[src/rtl/core/u8dd_pkg.sv]
package u8dd_pkg;

   localparam int CP_W   = 21;
   localparam int UNIT_W = 16;

   localparam logic [15:0] S_BASE = 16'hAC00;
   localparam logic [15:0] S_END  = 16'hD7A4;
   localparam logic [15:0] L_BASE = 16'h1100;
   localparam logic [15:0] V_BASE = 16'h1161;
   localparam logic [15:0] T_BASE = 16'h11A7;
   localparam logic [8:0]  V_COUNT = 9'd21;
   localparam logic [13:0] T_COUNT = 14'd28;

   // reciprocals for s/28 and s/588, applied to s >> 2
   localparam logic [24:0] Q_RECIP = 25'd4682;
   localparam int          Q_SHIFT = 15;
   localparam logic [23:0] L_RECIP = 24'd3567;
   localparam int          L_SHIFT = 19;

   localparam logic [15:0] MARK_GRAVE   = 16'h0300;
   localparam logic [15:0] MARK_ACUTE   = 16'h0301;
   localparam logic [15:0] MARK_CIRC    = 16'h0302;
   localparam logic [15:0] MARK_TILDE   = 16'h0303;
   localparam logic [15:0] MARK_DIAER   = 16'h0308;
   localparam logic [15:0] MARK_CEDILLA = 16'h0327;

   localparam logic [7:0] LEAD2_MASK = 8'hE0;
   localparam logic [7:0] LEAD3_MASK = 8'hF0;
   localparam logic [7:0] LEAD4_MASK = 8'hF8;

   typedef struct packed {
      logic       ok;
      logic [1:0] nf;
   } lead_type;

   typedef struct packed {
      logic            cp_v;
      logic [CP_W-1:0] cp;
      logic            ext_v;
      logic [6:0]      ext;
      logic            last;
   } job_type;

   typedef struct packed {
      logic        hit;
      logic [6:0]  base;
      logic [15:0] mark;
   } latin_type;

   function automatic lead_type lead_of(input logic [7:0] b);
      lead_type r;
      r.ok = 1'b1;
      r.nf = 2'd0;
      if (b[7] == 1'b0) begin
         r.nf = 2'd0;
      end else if ((b & LEAD2_MASK) == 8'hC0) begin
         r.nf = 2'd1;
      end else if ((b & LEAD3_MASK) == 8'hE0) begin
         r.nf = 2'd2;
      end else if ((b & LEAD4_MASK) == 8'hF0) begin
         r.nf = 2'd3;
      end else begin
         r.ok = 1'b0;
      end
      return r;
   endfunction

   // code points 0xC0..0xFF; bit 5 selects lower case
   function automatic latin_type latin_of(input logic [5:0] low);
      latin_type r;
      r.hit  = 1'b1;
      r.base = 7'h41;
      r.mark = MARK_GRAVE;
      case (low[4:0])
         5'h00: begin r.base = 7'h41; r.mark = MARK_GRAVE;   end
         5'h01: begin r.base = 7'h41; r.mark = MARK_ACUTE;   end
         5'h02: begin r.base = 7'h41; r.mark = MARK_CIRC;    end
         5'h03: begin r.base = 7'h41; r.mark = MARK_TILDE;   end
         5'h04: begin r.base = 7'h41; r.mark = MARK_DIAER;   end
         5'h07: begin r.base = 7'h43; r.mark = MARK_CEDILLA; end
         5'h08: begin r.base = 7'h45; r.mark = MARK_GRAVE;   end
         5'h09: begin r.base = 7'h45; r.mark = MARK_ACUTE;   end
         5'h0A: begin r.base = 7'h45; r.mark = MARK_CIRC;    end
         5'h0B: begin r.base = 7'h45; r.mark = MARK_DIAER;   end
         5'h0C: begin r.base = 7'h49; r.mark = MARK_GRAVE;   end
         5'h0D: begin r.base = 7'h49; r.mark = MARK_ACUTE;   end
         5'h0E: begin r.base = 7'h49; r.mark = MARK_CIRC;    end
         5'h0F: begin r.base = 7'h49; r.mark = MARK_DIAER;   end
         5'h11: begin r.base = 7'h4E; r.mark = MARK_TILDE;   end
         5'h12: begin r.base = 7'h4F; r.mark = MARK_GRAVE;   end
         5'h13: begin r.base = 7'h4F; r.mark = MARK_ACUTE;   end
         5'h14: begin r.base = 7'h4F; r.mark = MARK_CIRC;    end
         5'h15: begin r.base = 7'h4F; r.mark = MARK_TILDE;   end
         5'h16: begin r.base = 7'h4F; r.mark = MARK_DIAER;   end
         5'h19: begin r.base = 7'h55; r.mark = MARK_GRAVE;   end
         5'h1A: begin r.base = 7'h55; r.mark = MARK_ACUTE;   end
         5'h1B: begin r.base = 7'h55; r.mark = MARK_CIRC;    end
         5'h1C: begin r.base = 7'h55; r.mark = MARK_DIAER;   end
         default: r.hit = 1'b0;
      endcase
      if (low[5]) begin
         r.base = r.base | 7'h20;
      end
      return r;
   endfunction

endpackage

[src/rtl/core/u8dd_decode.sv]
module u8dd_decode (
   input  logic             clock,
   input  logic             reset,
   input  logic             req_tvalid,
   output logic             req_tready,
   input  logic [7:0]       req_tdata,
   input  logic             req_tlast,
   output logic             job_valid,
   output u8dd_pkg::job_type job,
   input  logic             job_free
);
   import u8dd_pkg::*;

   logic [7:0] held_ff [3];
   logic [7:0] held_in [3];
   logic [1:0] held_cnt_ff, held_cnt_in;
   logic [1:0] need_ff, need_in;
   job_type    job_ff, job_in;
   logic       job_v_ff, job_v_in;
   lead_type   lead_b;
   logic       accept;
   logic [7:0] r0, r1;

   assign req_tready = !job_v_ff || job_free;
   assign accept     = req_tvalid && req_tready;
   assign job_valid  = job_v_ff;
   assign job        = job_ff;

   always_comb begin
      held_in     = held_ff;
      held_cnt_in = held_cnt_ff;
      need_in     = need_ff;
      job_in      = '0;
      job_in.last = req_tlast;
      lead_b      = lead_of(req_tdata);
      case (need_ff)
         2'd0: begin
            if (lead_b.ok && lead_b.nf == 2'd0) begin
               job_in.cp_v = 1'b1;
               job_in.cp   = {13'b0, req_tdata};
            end else if (lead_b.ok) begin
               held_in[0]  = req_tdata;
               held_cnt_in = 2'd1;
               need_in     = lead_b.nf;
            end
         end
         2'd1: begin
            job_in.cp_v = 1'b1;
            case (held_cnt_ff)
               2'd1: job_in.cp = {10'b0, held_ff[0][4:0], req_tdata[5:0]};
               2'd2: job_in.cp = {5'b0, held_ff[0][3:0], held_ff[1][5:0], req_tdata[5:0]};
               2'd3: job_in.cp = {held_ff[0][2:0], held_ff[1][5:0], held_ff[2][5:0],
                                  req_tdata[5:0]};
               default: job_in.cp = {14'b0, req_tdata[6:0]};
            endcase
            held_cnt_in = 2'd0;
            need_in     = 2'd0;
         end
         default: begin
            case (held_cnt_ff)
               2'd0: held_in[0] = req_tdata;
               2'd1: held_in[1] = req_tdata;
               2'd2: held_in[2] = req_tdata;
               default: ;
            endcase
            if (held_cnt_ff != 2'd3) begin
               held_cnt_in = held_cnt_ff + 2'd1;
            end
            need_in = need_ff - 2'd1;
         end
      endcase
      // unfinished sequence at end: followers rescanned as fresh starts
      r0 = held_in[1];
      r1 = held_in[2];
      if (req_tlast) begin
         if (need_in != 2'd0) begin
            case (held_cnt_in)
               2'd2: begin
                  if (!r0[7]) begin
                     job_in.cp_v = 1'b1;
                     job_in.cp   = {13'b0, r0};
                  end
               end
               2'd3: begin
                  if (!r0[7]) begin
                     job_in.cp_v = 1'b1;
                     job_in.cp   = {13'b0, r0};
                     if (!r1[7]) begin
                        job_in.ext_v = 1'b1;
                        job_in.ext   = r1[6:0];
                     end
                  end else if ((r0 & LEAD2_MASK) == 8'hC0) begin
                     job_in.cp_v = 1'b1;
                     job_in.cp   = {10'b0, r0[4:0], r1[5:0]};
                  end else if (!r1[7]) begin
                     job_in.cp_v = 1'b1;
                     job_in.cp   = {13'b0, r1};
                  end
               end
               default: ;
            endcase
         end
         held_cnt_in = 2'd0;
         need_in     = 2'd0;
      end
      if (accept) begin
         job_v_in = job_in.cp_v || req_tlast;
      end else if (job_free) begin
         job_v_in = 1'b0;
      end else begin
         job_v_in = job_v_ff;
      end
   end

   always_ff @(posedge clock) begin
      if (reset) begin
         held_cnt_ff <= 2'd0;
         need_ff     <= 2'd0;
         job_v_ff    <= 1'b0;
      end else begin
         job_v_ff <= job_v_in;
         if (accept) begin
            held_cnt_ff <= held_cnt_in;
            need_ff     <= need_in;
         end
      end
   end

   always_ff @(posedge clock) begin
      if (accept) begin
         held_ff <= held_in;
         job_ff  <= job_in;
      end
   end

endmodule

[src/rtl/core/u8dd_expand.sv]
module u8dd_expand (
   input  logic              clock,
   input  logic              reset,
   input  logic              job_valid,
   input  u8dd_pkg::job_type job,
   output logic              job_free,
   output logic              rsp_tvalid,
   input  logic              rsp_tready,
   output logic [15:0]       rsp_tdata,
   output logic              rsp_tuser,
   output logic              rsp_tlast
);
   import u8dd_pkg::*;

   logic [13:0] s;
   logic [11:0] x;
   logic [24:0] q_prod;
   logic [23:0] l_prod;
   logic [8:0]  q;
   logic [4:0]  l;
   logic [8:0]  v_full;
   logic [13:0] t_full;
   logic [4:0]  v, t;
   logic        hangul, latin_hit;
   latin_type   latin;

   logic [UNIT_W-1:0] unit_in [3];
   logic [UNIT_W-1:0] unit_ff [3];
   logic [1:0]        cnt_in, cnt_ff;
   logic [1:0]        idx_ff;
   logic              hv_in, hv_ff;
   logic              last_ff;
   logic              grp_v_ff;
   logic              pop, final_pop, take;

   always_comb begin
      s      = 14'(job.cp[15:0] - S_BASE);
      x      = s[13:2];
      q_prod = {13'b0, x} * Q_RECIP;
      l_prod = {12'b0, x} * L_RECIP;
      q      = q_prod[Q_SHIFT+8:Q_SHIFT];
      l      = l_prod[L_SHIFT+4:L_SHIFT];
      v_full = q - ({4'b0, l} * V_COUNT);
      t_full = s - ({5'b0, q} * T_COUNT);
      v      = v_full[4:0];
      t      = t_full[4:0];
      hangul = (job.cp >= {5'b0, S_BASE}) && (job.cp < {5'b0, S_END});
      latin  = latin_of(job.cp[5:0]);
      latin_hit = (job.cp[CP_W-1:6] == 15'd3) && latin.hit;

      unit_in[0] = job.cp[15:0];
      unit_in[1] = {9'b0, job.ext};
      unit_in[2] = T_BASE + {11'b0, t};
      cnt_in     = 2'd1;
      hv_in      = 1'b1;
      if (!job.cp_v) begin
         unit_in[0] = '0;
         hv_in      = 1'b0;
      end else if (hangul) begin
         unit_in[0] = L_BASE + {11'b0, l};
         unit_in[1] = V_BASE + {11'b0, v};
         cnt_in     = (t != 5'd0) ? 2'd3 : 2'd2;
      end else if (latin_hit) begin
         unit_in[0] = {9'b0, latin.base};
         unit_in[1] = latin.mark;
         cnt_in     = 2'd2;
      end else if (job.ext_v) begin
         cnt_in = 2'd2;
      end
   end

   assign pop       = grp_v_ff && rsp_tready;
   assign final_pop = pop && (idx_ff == cnt_ff - 2'd1);
   assign job_free  = !grp_v_ff || final_pop;
   assign take      = job_valid && job_free;

   assign rsp_tvalid = grp_v_ff;
   assign rsp_tuser  = hv_ff;
   assign rsp_tlast  = last_ff && (idx_ff == cnt_ff - 2'd1);

   always_comb begin
      case (idx_ff)
         2'd0: rsp_tdata = unit_ff[0];
         2'd1: rsp_tdata = unit_ff[1];
         2'd2: rsp_tdata = unit_ff[2];
         default: rsp_tdata = '0;
      endcase
   end

   always_ff @(posedge clock) begin
      if (reset) begin
         grp_v_ff <= 1'b0;
         idx_ff   <= 2'd0;
      end else if (take) begin
         grp_v_ff <= 1'b1;
         idx_ff   <= 2'd0;
      end else if (final_pop) begin
         grp_v_ff <= 1'b0;
      end else if (pop) begin
         idx_ff <= idx_ff + 2'd1;
      end
   end

   always_ff @(posedge clock) begin
      if (take) begin
         unit_ff <= unit_in;
         cnt_ff  <= cnt_in;
         hv_ff   <= hv_in;
         last_ff <= job.last;
      end
   end

endmodule

[src/rtl/core/utf8_decode_decompose_top.sv]
// utf-8 byte stream in, decomposed 16-bit code units out
// req channel: one text byte per word in req_tdata, req_tlast marks the
//   final byte of a text
// rsp channel: one code unit per word; rsp_tuser is 0 only on the bare end
//   word sent when a text ends with nothing to show; rsp_tlast marks the
//   final word caused by an end-of-text byte
// a hangul syllable gives 2 or 3 jamo words, one of 48 accented latin
//   letters gives a base letter word and a combining mark word, any other
//   code point gives its low 16 bits; stray bytes give nothing
// each decoded byte passes through the job register and then the output register
// throughput: one byte per cycle while rsp_tready is high and each byte gives at most one word;
//   a byte that gives n words holds the output register until all n are sent,
//   with one decoded byte waiting in the job register behind it
// when rsp_tready is low, the output word holds and req_tready drops once
//   the job register is also full
// reset clears the open sequence and drops any words in flight
module utf8_decode_decompose_top (
   input  logic        clock,
   input  logic        reset,
   input  logic        req_tvalid,
   output logic        req_tready,
   input  logic [7:0]  req_tdata,   // text_byte
   input  logic        req_tlast,
   output logic        rsp_tvalid,
   input  logic        rsp_tready,
   output logic [15:0] rsp_tdata,   // code_unit
   output logic        rsp_tuser,   // has_value
   output logic        rsp_tlast
);
   import u8dd_pkg::*;

   job_type job;
   logic    job_valid;
   logic    job_free;

   u8dd_decode u_decode (
      .clock      (clock),
      .reset      (reset),
      .req_tvalid (req_tvalid),
      .req_tready (req_tready),
      .req_tdata  (req_tdata),
      .req_tlast  (req_tlast),
      .job_valid  (job_valid),
      .job        (job),
      .job_free   (job_free)
   );

   u8dd_expand u_expand (
      .clock      (clock),
      .reset      (reset),
      .job_valid  (job_valid),
      .job        (job),
      .job_free   (job_free),
      .rsp_tvalid (rsp_tvalid),
      .rsp_tready (rsp_tready),
      .rsp_tdata  (rsp_tdata),
      .rsp_tuser  (rsp_tuser),
      .rsp_tlast  (rsp_tlast)
   );

endmodule
[config.mk]
export PLATFORM = sky130hd
export DESIGN_NAME = utf8_decode_decompose_top
export DESIGN_NICKNAME = d
export VERILOG_FILES = /design/src/rtl/core/u8dd_pkg.sv /design/src/rtl/core/u8dd_decode.sv /design/src/rtl/core/u8dd_expand.sv /design/src/rtl/core/utf8_decode_decompose_top.sv
export SDC_FILE = /design/constraint.sdc
export NUM_CORES = 1
export LEC_CHECK = 0
export ABC_AREA = 1
export BUFFER_PORTS_ARGS = -buffer_cell sky130_fd_sc_hd__buf_4
export CORE_ASPECT_RATIO = 0.9
export CORE_MARGIN = 1
export CORE_UTILIZATION = 42
export CTS_BUF_LIST = sky130_fd_sc_hd__clkbuf_2 sky130_fd_sc_hd__clkbuf_4 sky130_fd_sc_hd__clkbuf_8
export CTS_CLUSTER_SIZE = 10
export DETAILED_ROUTE_END_ITERATION = 8
export HOLD_SLACK_MARGIN = 0.03
export PLACE_DENSITY = 0.7
export SYNTH_ARGS = -nofsm -noshare
export SYNTH_HDL_FRONTEND = slang
export SYNTH_SLANG_ARGS = --single-unit
[constraint.sdc]
create_clock -name clock -period 7.15 [get_ports clock]
set_clock_uncertainty 0.2 [all_clocks]
set_input_delay 1.43 -clock clock [delete_from_list [all_inputs] [get_ports clock]]
set_output_delay 1.43 -clock clock [all_outputs]
set_load 0.02 [all_outputs]
### After elaboration in Yosys (flattened, before gate mapping)

Index checks and enable logic that the tools add are counted.

* add/subtract/negate cells: 10
* multipliers: 4
* magnitude comparators: 2
* equal/unequal tests: 40
* multiplexer cells: 53
* bitwise logic cells: 5
* reductions and logical operators: 30

Operator list (number)
* case mux 21 bit (23 select lines): 1
* two-way mux 22 bit: 5
* case mux 22 bit (2 select lines): 2
* two-way mux 32 bit: 2
* case mux 21 bit (3 select lines): 1
* two-way mux 30 bit: 2
* equality test 5 bit (second input constant): 11
* case mux 16 bit (3 select lines): 1
* adder 13 x 5 -> 14 bit (first input constant): 3
* equality test 5 x 4 -> 1 bit (second input constant): 8
* two-way mux 8 bit: 5
* two-way mux 2 bit: 14
* multiplier 12 x 12 -> 24 bit (second input constant): 1
* OR reduction 24 bit: 1
* multiplier 12 x 12 -> 23 bit (second input constant): 1
* greater-or-equal comparator 21 x 16 -> 1 bit (second input constant): 1
* less-than comparator 21 x 16 -> 1 bit (second input constant): 1
* two-way mux 16 bit: 1
* equality test 15 x 2 -> 1 bit (second input constant): 1
* two-way mux 5 bit: 3
* subtractor 14 bit (second input constant): 1
* two-way mux 1 bit: 11
* equality test 2 bit (second input constant): 5
* equality test 5 x 2 -> 1 bit (second input constant): 2
* 30 further kinds: 60

* register bits: 112
* input bits: 13
* output and inout bits: 20

### Logic depth before layout (Yosys ltp)

* word-level depth: 17
* gate-level depth with buffers: 47
* depth with buffers taken out: 46

### Cells and area by module

A second synthesis with hierarchy kept.

* cell total of the unflattened synthesis: 1307
* area total of the unflattened synthesis: 10816.6 sq um

Modules (own cells, without submodules)
* u8dd_expand: instances 1, cells each 1000, area an instance 7968.9 sq um, sequential area each 1201.2 sq um
* u8dd_decode: instances 1, cells each 307, area an instance 2847.7 sq um, sequential area each 1661.6 sq um

### Worst setup path before layout

Ideal clock, no wire load.

* kind: flip-flop to flip-flop
* start: register u_decode.job_ff, in the netlist u_decode.job[19]
* end: register u_expand.unit_ff[21] in the netlist's numbering (data pin)
* setup time: 257 ps
* arrival: 6823 ps
* slack: -130 ps
* cell stages (with the launch flop): 38
* buffers on the path: 1
* period minus slack after synthesis: 7280 ps
* path through: edfxtp_1 > nand2_1 > nand2_1 > inv_1 > nor2_1 > or2_2 > clkbuf_1 > inv_1 > ha_1 > inv_1 > fa_1 > inv_1 > fa_1 > fa_1 > inv_1 > fa_1 > inv_1 > ha_1 > [... 2 more ...] > nor2_1 > nor2_1 > nor2_1 > nand2_1 > a31o_2 > xor2_1 > inv_1 > ha_1 > ha_1 > inv_1 > ha_1 > xor2_1 > nand2_1 > nand3b_1 > inv_1 > nand2_1 > o21ai_1 > nand2_1

RTL lines
* start: declaration: line u8dd_decode.sv:18 `job_type job_ff, job_in;`
* start signal: assignment: line u8dd_decode.sv:132 `job_ff <= job_in;`
* end signal: assignment: line u8dd_expand.sv:106 `unit_ff <= unit_in;`
* end: declaration: line u8dd_expand.sv:28 `logic [UNIT_W-1:0] unit_ff [3];`

==> results by group <==
Synthesis
  – Number of synthesized flops with an enable pin: 90
  – Area share of the largest cell type after synthesis: 0.249
  – Synth area leaders: edfxtp_1 (25%), ha_1 (17%), fa_1 (15%), inv_1 (11%), nand2_1 (9.5%)
  – Cell taking the most area after synthesis: edfxtp_1
  – Synth Net Count: 1571
  – Sequential area share after synthesis: 0.264
  – Syn. warnings: 0
  – Mapped Cells: 1327
  – Syn_area_per_cell: 8.17 um2
  – Synthesized area: 0.0108 mm2
  – Top_reg_cell synth: edfxtp_1
  – Yosys cell types: 54
  – Yosys reg bits: 98
  – Post-synth ARST share: 0

GRT
  – First-pass GRT wire length: 44.2 mm
  – Vias in the first global route: 8701
  – Largest net degree at the start of global routing: 39
  – Congestion Overflow GR: 0
  – Tot GR Track Use: 0.215
  – Initial antenna violation count: 0

Job
  – Max-Cap Viols: 0

Timing
  – Final period utilization: 0.992
  – Slew margin rel.: 0.592
  – Max Freq: 0.141 GHz
  – Tightest Pin Transition: 0.608 ns
  – Tmin final: 7.09 ns
  – Hold Fails Final Rpt: 0
  – RSZ-0062 raised after global routing: yes
  – Setup violators final: 0
  – Slew Limit Fails: 0

Floorplanning
  – Ports: 33
  – Row count: 55
  – Die height: 154 um
  – Die ar.: 0.0265 mm2
  – Core Area: 0.0253 mm2
  – Starting density of the core: 0.429
  – Chip Width: 171 um

Worst hold path
  – Hold Crit Class: reg2reg

Worst setup path
  – Req. time, crit path: 7.08 ns
  – CP Capture Type: flop
  – Critical path class: reg2reg
  – Crit-path slowest cell: fa_1
  – Worst path most repeated cell: nand2_1
  – Worst Path Arrival: 7.02 ns
  – Largest fanout on the critical path: 3
  – Worst R2R Setup Slack: 0.06 ns
  – CP max stage delay: 0.59 ns
  – Crit start category: flop

CTS
  – Post-CTS Hold Buffers: 0
  – Skew-Pair Late Insertion Delay: 0.38 ns
  – Clock sink total: 98
  – CTS clk-pin slew, worst paths: 0.09 ns
  – H-tree depth: 3
  – Root buffer cell: clkbuf_8
  – CTS tree: done
  – Number of buffers created by CTS: 9
  – Clock buffer depth: 2

Route
  – Number of DRC markers in iteration 0: 693
  – Vias per cell: 5.11
  – Post-route ant nets: 0
  – Detailed Routing Iterations Pass 1: 6
  – Routed wire per std cell: 15.8 um
  – Total Wirelength: 28.6 mm
  – Via count of the routed design: 9246
  – DRC: 0

Placement
  – Post-Place Cells: 1771
  – Hpwl dp: 22.9 mm
  – I/O Buffers: 32
  – Placer Congestion: 0.938

Finish
  – Share of post-route cells with drive strength above 1: 0.199
  – Area of the multi-input gates: 0.00725 mm2
  – Post-Layout Cell Count: 1811
  – Leading cell type in the layout, fill and taps excluded: inv_1
  – Layout Nets: 1709
  – Storage element area: 0.00286 mm2
  – Most frequent cells in the layout: inv_1 (290), nand2_1 (251), buf_4 (129), ha_1 (126), nor2_1 (91)
  – Ant diodes: 0
  – Synth-to-Final Area Change: 20.6%
  – # fillers: 2283

Status
  – Outcome: finished, final reports clean
## path summary, 6_finish.rpt
| path | startpoint | endpoint | depth (start not counted) |
|---|---|---|---|
| setup reg to reg | u_decode.job[18]$_DFFE_PP_ | u_expand.unit_ff[20]$_DFFE_PP_ | 36 |
| hold / removal | u_decode.job[0]$_DFFE_PP_ | u_expand.last_ff$_DFFE_PP_ | 0 |
| setup / recovery | u_decode.job[18]$_DFFE_PP_ | u_expand.unit_ff[20]$_DFFE_PP_ | 36 |
| hold reg to reg | u_decode.job[0]$_DFFE_PP_ | u_expand.last_ff$_DFFE_PP_ | 0 |
## stage by stage
step / cell area (um2) / setup TNS (ns) / worst slack (ns) / util / hold slack (ns)
detailed placement: 12100 / -0.840 / -0.190 / 0.479 / 0.216
finish: 13100 / 0 / 0.0607 / 0.517 / 0.231
CTS: 12400 / 0 / 0.00700 / 0.491 / 0.235
floorplan: 10800 / 0 / 0.0765 / - / 0.200
global route: 13100 / -0.929 / -0.204 / 0.517 / 0.243
global placement: 12100 / -0.111 / -0.0396 / 0.479 / 0.209
## final cells by class
cell class / count / share of cell area
multi-input cells: 890 / 0.555
flip-flops and latches: 98 / 0.219
inverters: 326 / 0.0938
repair buffers: 140 / 0.0852
well taps: 342 / 0.0327
clock buffers: 10 / 0.0101
clock inverters: 5 / 0.00421
## metal layers
metal  track usage  wire (um)  up-vias
met2         0.334      12800      350
li1              -          -     4491
met1         0.307      13100     4331
met5             0          0        -
met3        0.0320       1780       74
met4        0.0668        920        0
## repair_timing
action / 4_1_cts / 5_1_grt
resized for setup: 18 / 112
endpoints found under the setup margin: 6 / 7
pin swaps: 7 / 41
setup buffers: 5 / 21
## worst max-delay path: cells and delay by family (launching register included)
kind,cells,cell delay [ns]
flops,1,0.48
simple gates,15,1.22
buf+inv,9,0.80
compound gates,2,0.40
xor+xnor,1,0.12
fa+ha+maj,9,3.60
## synthesized netlist by cell type, drive strengths merged (4+ instances only)
master,n
o22ai,7
o31ai,4
nor2,101
dfxtp,8
nand3,56
or2,4
nand2,278
buf,5
clkbuf,8
ha,149
a21oi,50
nand4,10
o211ai,5
nor4,6
xnor2,11
fa,82
inv,325
a31oi,4
nor3,8
nand3b,5
o21ai,66
xor2,15
edfxtp,90
## flip-flops by register name, indices dropped and copies added, names as in the netlist
signal / count
u_decode.job: 31
u_expand.last_ff: 1
u_expand.rsp_tvalid: 1
u_expand.cnt_ff: 2
u_decode.held_cnt_ff: 2
u_expand.rsp_tuser: 1
u_expand.unit_ff: 34
u_decode.need_ff: 2
u_expand.idx_ff: 2
u_decode.job_valid: 1
u_decode.held_ff: 21
## logic make-up (layout without fill, tap and decap cells)
logic type | Yosys count | in the layout | share of synthesized area
fa+ha+maj | 231 | 231 | 0.323
simple gates | 472 | 472 | 0.184
xor+xnor | 26 | 26 | 0.0210
flops | 98 | 98 | 0.264
buf+inv | 339 | 481 | 0.119
compound gates | 161 | 161 | 0.0889
Power is left out: the tool's default activity adds up to more than one toggle a clock period on the data nets, which glitch-free logic cannot reach.
